[config.mk]
export PLATFORM = sky130hd
export DESIGN_NAME = noc_trim
export DESIGN_NICKNAME = d
export VERILOG_FILES = /design/src/rtl/noc_pkg.sv /design/src/rtl/noc_trim.sv
export SDC_FILE = /design/constraint.sdc
export NUM_CORES = 1
export LEC_CHECK = 0
export BUFFER_PORTS_ARGS = -buffer_cell sky130_fd_sc_hd__buf_2
export CORE_AREA = 2 2 86 88
export DETAILED_ROUTE_END_ITERATION = 7
export DIE_AREA = 0 0 88 90
export MAX_ROUTING_LAYER = met4
export PLACE_DENSITY = 0.72
export SETUP_SLACK_MARGIN = 0.3
export SLEW_MARGIN = 5
export SYNTH_ARGS = -nofsm -noshare
export SYNTH_HDL_FRONTEND = slang
export SYNTH_SLANG_ARGS = --single-unit
[constraint.sdc]
create_clock -name vclk -period 1.1
set_input_delay 0.055 -clock vclk [all_inputs]
set_output_delay 0.055 -clock vclk [all_outputs]
set_load 0.01 [all_outputs]
[src/rtl/noc_pkg.sv]
`timescale 1ns / 1ps

package noc_pkg;

    localparam int NAME_W         = 56;
    localparam int BYTE_W         = 8;
    localparam int NAME_BYTES     = NAME_W / BYTE_W;
    localparam int SLOT_W         = 6;
    localparam int OCC_W          = 16;
    localparam int STATUS_W       = 3;

    localparam int DEF_ENTRIES    = 64;
    localparam int DEF_COUNT_BITS = 16;

    localparam logic FUNC_RECORD  = 1'b0;
    localparam logic FUNC_READ    = 1'b1;

    typedef enum logic [STATUS_W-1:0] {
        ST_NEW         = 3'd0,
        ST_HIT         = 3'd1,
        ST_FULL        = 3'd2,
        ST_READ_OK     = 3'd3,
        ST_READ_UNUSED = 3'd4
    } status_t;

endpackage

[src/rtl/noc_trim.sv]
`timescale 1ns / 1ps

module noc_trim (
    input  logic [noc_pkg::NAME_W-1:0] head_in,
    input  logic [noc_pkg::NAME_W-1:0] tail_in,
    output logic [noc_pkg::NAME_W-1:0] head_out,
    output logic [noc_pkg::NAME_W-1:0] tail_out
);

    import noc_pkg::*;

    logic ended;

    // A name ends at its first zero byte; that byte and everything after it
    // are cleared, across both halves.
    always_comb
    begin
        ended    = 1'b0;
        head_out = head_in;
        tail_out = tail_in;
        for (int b = 0; b < NAME_BYTES; b++)
        begin
            if (head_in[NAME_W-1-BYTE_W*b -: BYTE_W] == '0)
            begin
                ended = 1'b1;
            end
            if (ended)
            begin
                head_out[NAME_W-1-BYTE_W*b -: BYTE_W] = '0;
            end
        end
        for (int b = 0; b < NAME_BYTES; b++)
        begin
            if (tail_in[NAME_W-1-BYTE_W*b -: BYTE_W] == '0)
            begin
                ended = 1'b1;
            end
            if (ended)
            begin
                tail_out[NAME_W-1-BYTE_W*b -: BYTE_W] = '0;
            end
        end
    end

endmodule

==> metrics.yaml <==
drt:
  wirelength_met1_um: 4070
  vias: 3175
  drt_iter0_markers: 59
  dr.pass1.iters: 4
  met2WireLength_um: 6090
  viasPerCell: 5.15
  postRouteAntennaNets: 0
  drc: 0
  wire_per_inst_um: 17.6
  drt_wl_total_um: 10800
  dr_wl_met3_um: 511
  routed.top_layer: "met4"
grt:
  grtUsageTotal_pct: 20.5
  grt_max_degree: 37
  grt_pass1_vias: 2936
  grt-ovfl-total: 0
  antenna_found_initial: 0
  grt_pass1_wl_um: 13400
logic_synthesis:
  syn-cell-area_mm2: 0.00144
  syn-num-nets: 376
  netlist_instances: 264
  synth.distinct_cells: 15
  synth_top_cells_by_count: "nor4_1, nand2_1, inv_1"
  synthTopCellsByArea: "nor4_1, nand2_1, nor3_1, inv_1, and3_1"
  ys_seq_area_share_pct: 0
  synth_top_area_share_pct: 34.0
  syn_avg_cell_area_um2: 5.44
  synth_most_common_cell: "nor4_1"
  yosys_warnings: 0
  yosysTopAreaCell: "nor4_1"
finish:
  seq_cell_count: 0
  finish.utilization_pct: 71.4
  layout.nets: 632
  synthToLayoutAreaGrowth_pct: 249
  register_area_um2: 0
  drive_gt1_share_pct: 81.3
  instances_no_fill: 617
  n_fill_cell: 488
  clkbuf_count: 0
  antenna_cells: 0
placement:
  portBuffers: 224
  place_hpwl_um: 6470
  placed_cells_incl_taps: 584
  gp_congestion: 0.773
sta:
  relSlewSlack_pct: 81.5
  report.final.slew_viol_count: 0
  rsz0062_at_grt: "yes"
  tightest_slew_ns: 0.275
  setup_viol: 104
  fmax_mhz: 743
  fin_setup_tns_ns: -17.84
  min_period_over_period_pct: 122
  fin_crit_ns: 1.35
  hold_viol_final: 0
  final.setup.worst_slack_ns: -0.246
critical_path:
  crit_type: "in -> out"
  worstPathRequired_ns: 1.04
  startpoint_type: "input port"
  critPathCaptureType: "output port"
  startpoint: "head_in[45]"
  crit_fanout: 9
  worstPathArrival_ns: 1.29
status:
  violations: "negative setup slack"
  status: "finished with violations"
min_path:
  hold-path-cell-count: 2
  min_from: "head_in[49]"
  min_path_type: "in -> out"
clock_network:
  hold_buffers: 0
floorplanning:
  core.rowCount: 31
  coreArea_mm2: 0.00702
  start_util_pct: 20.4
  dieArea_mm2: 0.00792
  die_h_um: 90
  io_pins: 224
  die_w_um: 88
power:
  peakVddDrop_mv: 0.229
  leakage_nw: 2.40
  power_density_mw_per_mm2: 304
flow_run:
  maxCapViolCount: 0
==> logic make-up after synthesis <==
| family | count (synthesis) | synth area share (%) |
|---|---|---|
| and+or+nand+nor | 196 | 77.6 |
| buffers and inverters | 68 | 22.4 |
==> area by class of cell <==
class | instances | area (um2) | area share [%]
repair buffers | 289 | 2470 | 49.3
well taps | 99 | 124 | 2.47
inverters | 32 | 120 | 2.40
multi-input cells | 197 | 2300 | 45.8
==> critical path, cell delays in order <==
cell and delay (ns):
buf_6 0.10, nor4_4 0.29, nand2_2 0.12, buf_4 0.15
buf_6 0.13, and2_4 0.17, and3_4 0.16, buf_6 0.11
==> power by group <==
group	internal, mW	switching [mW]	total [mW]
registers	0	0	0
clock network	0	0	0
logic	0.835	0.689	1.52
==> routing by layer <==
| layer | vias to the layer above | track usage, % |
|---|---|---|
| met5 | - | - |
| met4 | 0 | 2.95 |
| met3 | 18 | 1.38 |
| met2 | 158 | 38.8 |
| met1 | 1511 | 23.7 |
| li1 | 1488 | - |
==> path summary, 6_finish.rpt <==
check           end  slack, ns
max    head_out[25]      -0.25
min    head_out[49]       0.30
==> per-stage QoR <==
step / area [um2] / worst slack (ns) / power [mW] / hold slack [ns]
after global placement: 3580 / -0.341 / 1.12 / 0.346
after CTS: 4100 / -0.207 / 1.29 / 0.303
after floorplan: 2270 / 0.0999 / 0.564 / 0.203
final: 5010 / -0.246 / 1.52 / 0.301
after global routing: 5010 / -0.294 / 1.61 / 0.309
after detailed placement: 3580 / -0.299 / 1.14 / 0.352
==> timing repair <==
| item | in CTS | in global routing |
|---|---|---|
| setup endpoints to repair | 104 | 104 |
| resized for setup | 79 | 112 |
| pin swaps | 14 | 53 |
| gates cloned | 4 | 14 |
| setup buffers | 6 | 9 |
==> layout by cell type, fill, tap and decap left out, types with 3 or more instances in the layout <==
master,instances
buf_2,163
buf_6,60
nor4_4,41
nand2_1,36
nor4_2,35
inv_1,32
buf_4,30
nor3_4,20
and3_4,15
buf_12,15
nand2_2,9
nand4_1,9
clkbuf_16,9
and2_4,8
nand3_1,8
buf_8,8
nor4_1,6
nor3_1,4
buf_16,4
nand3_4,3
Power figures use the tool's default switching activity.
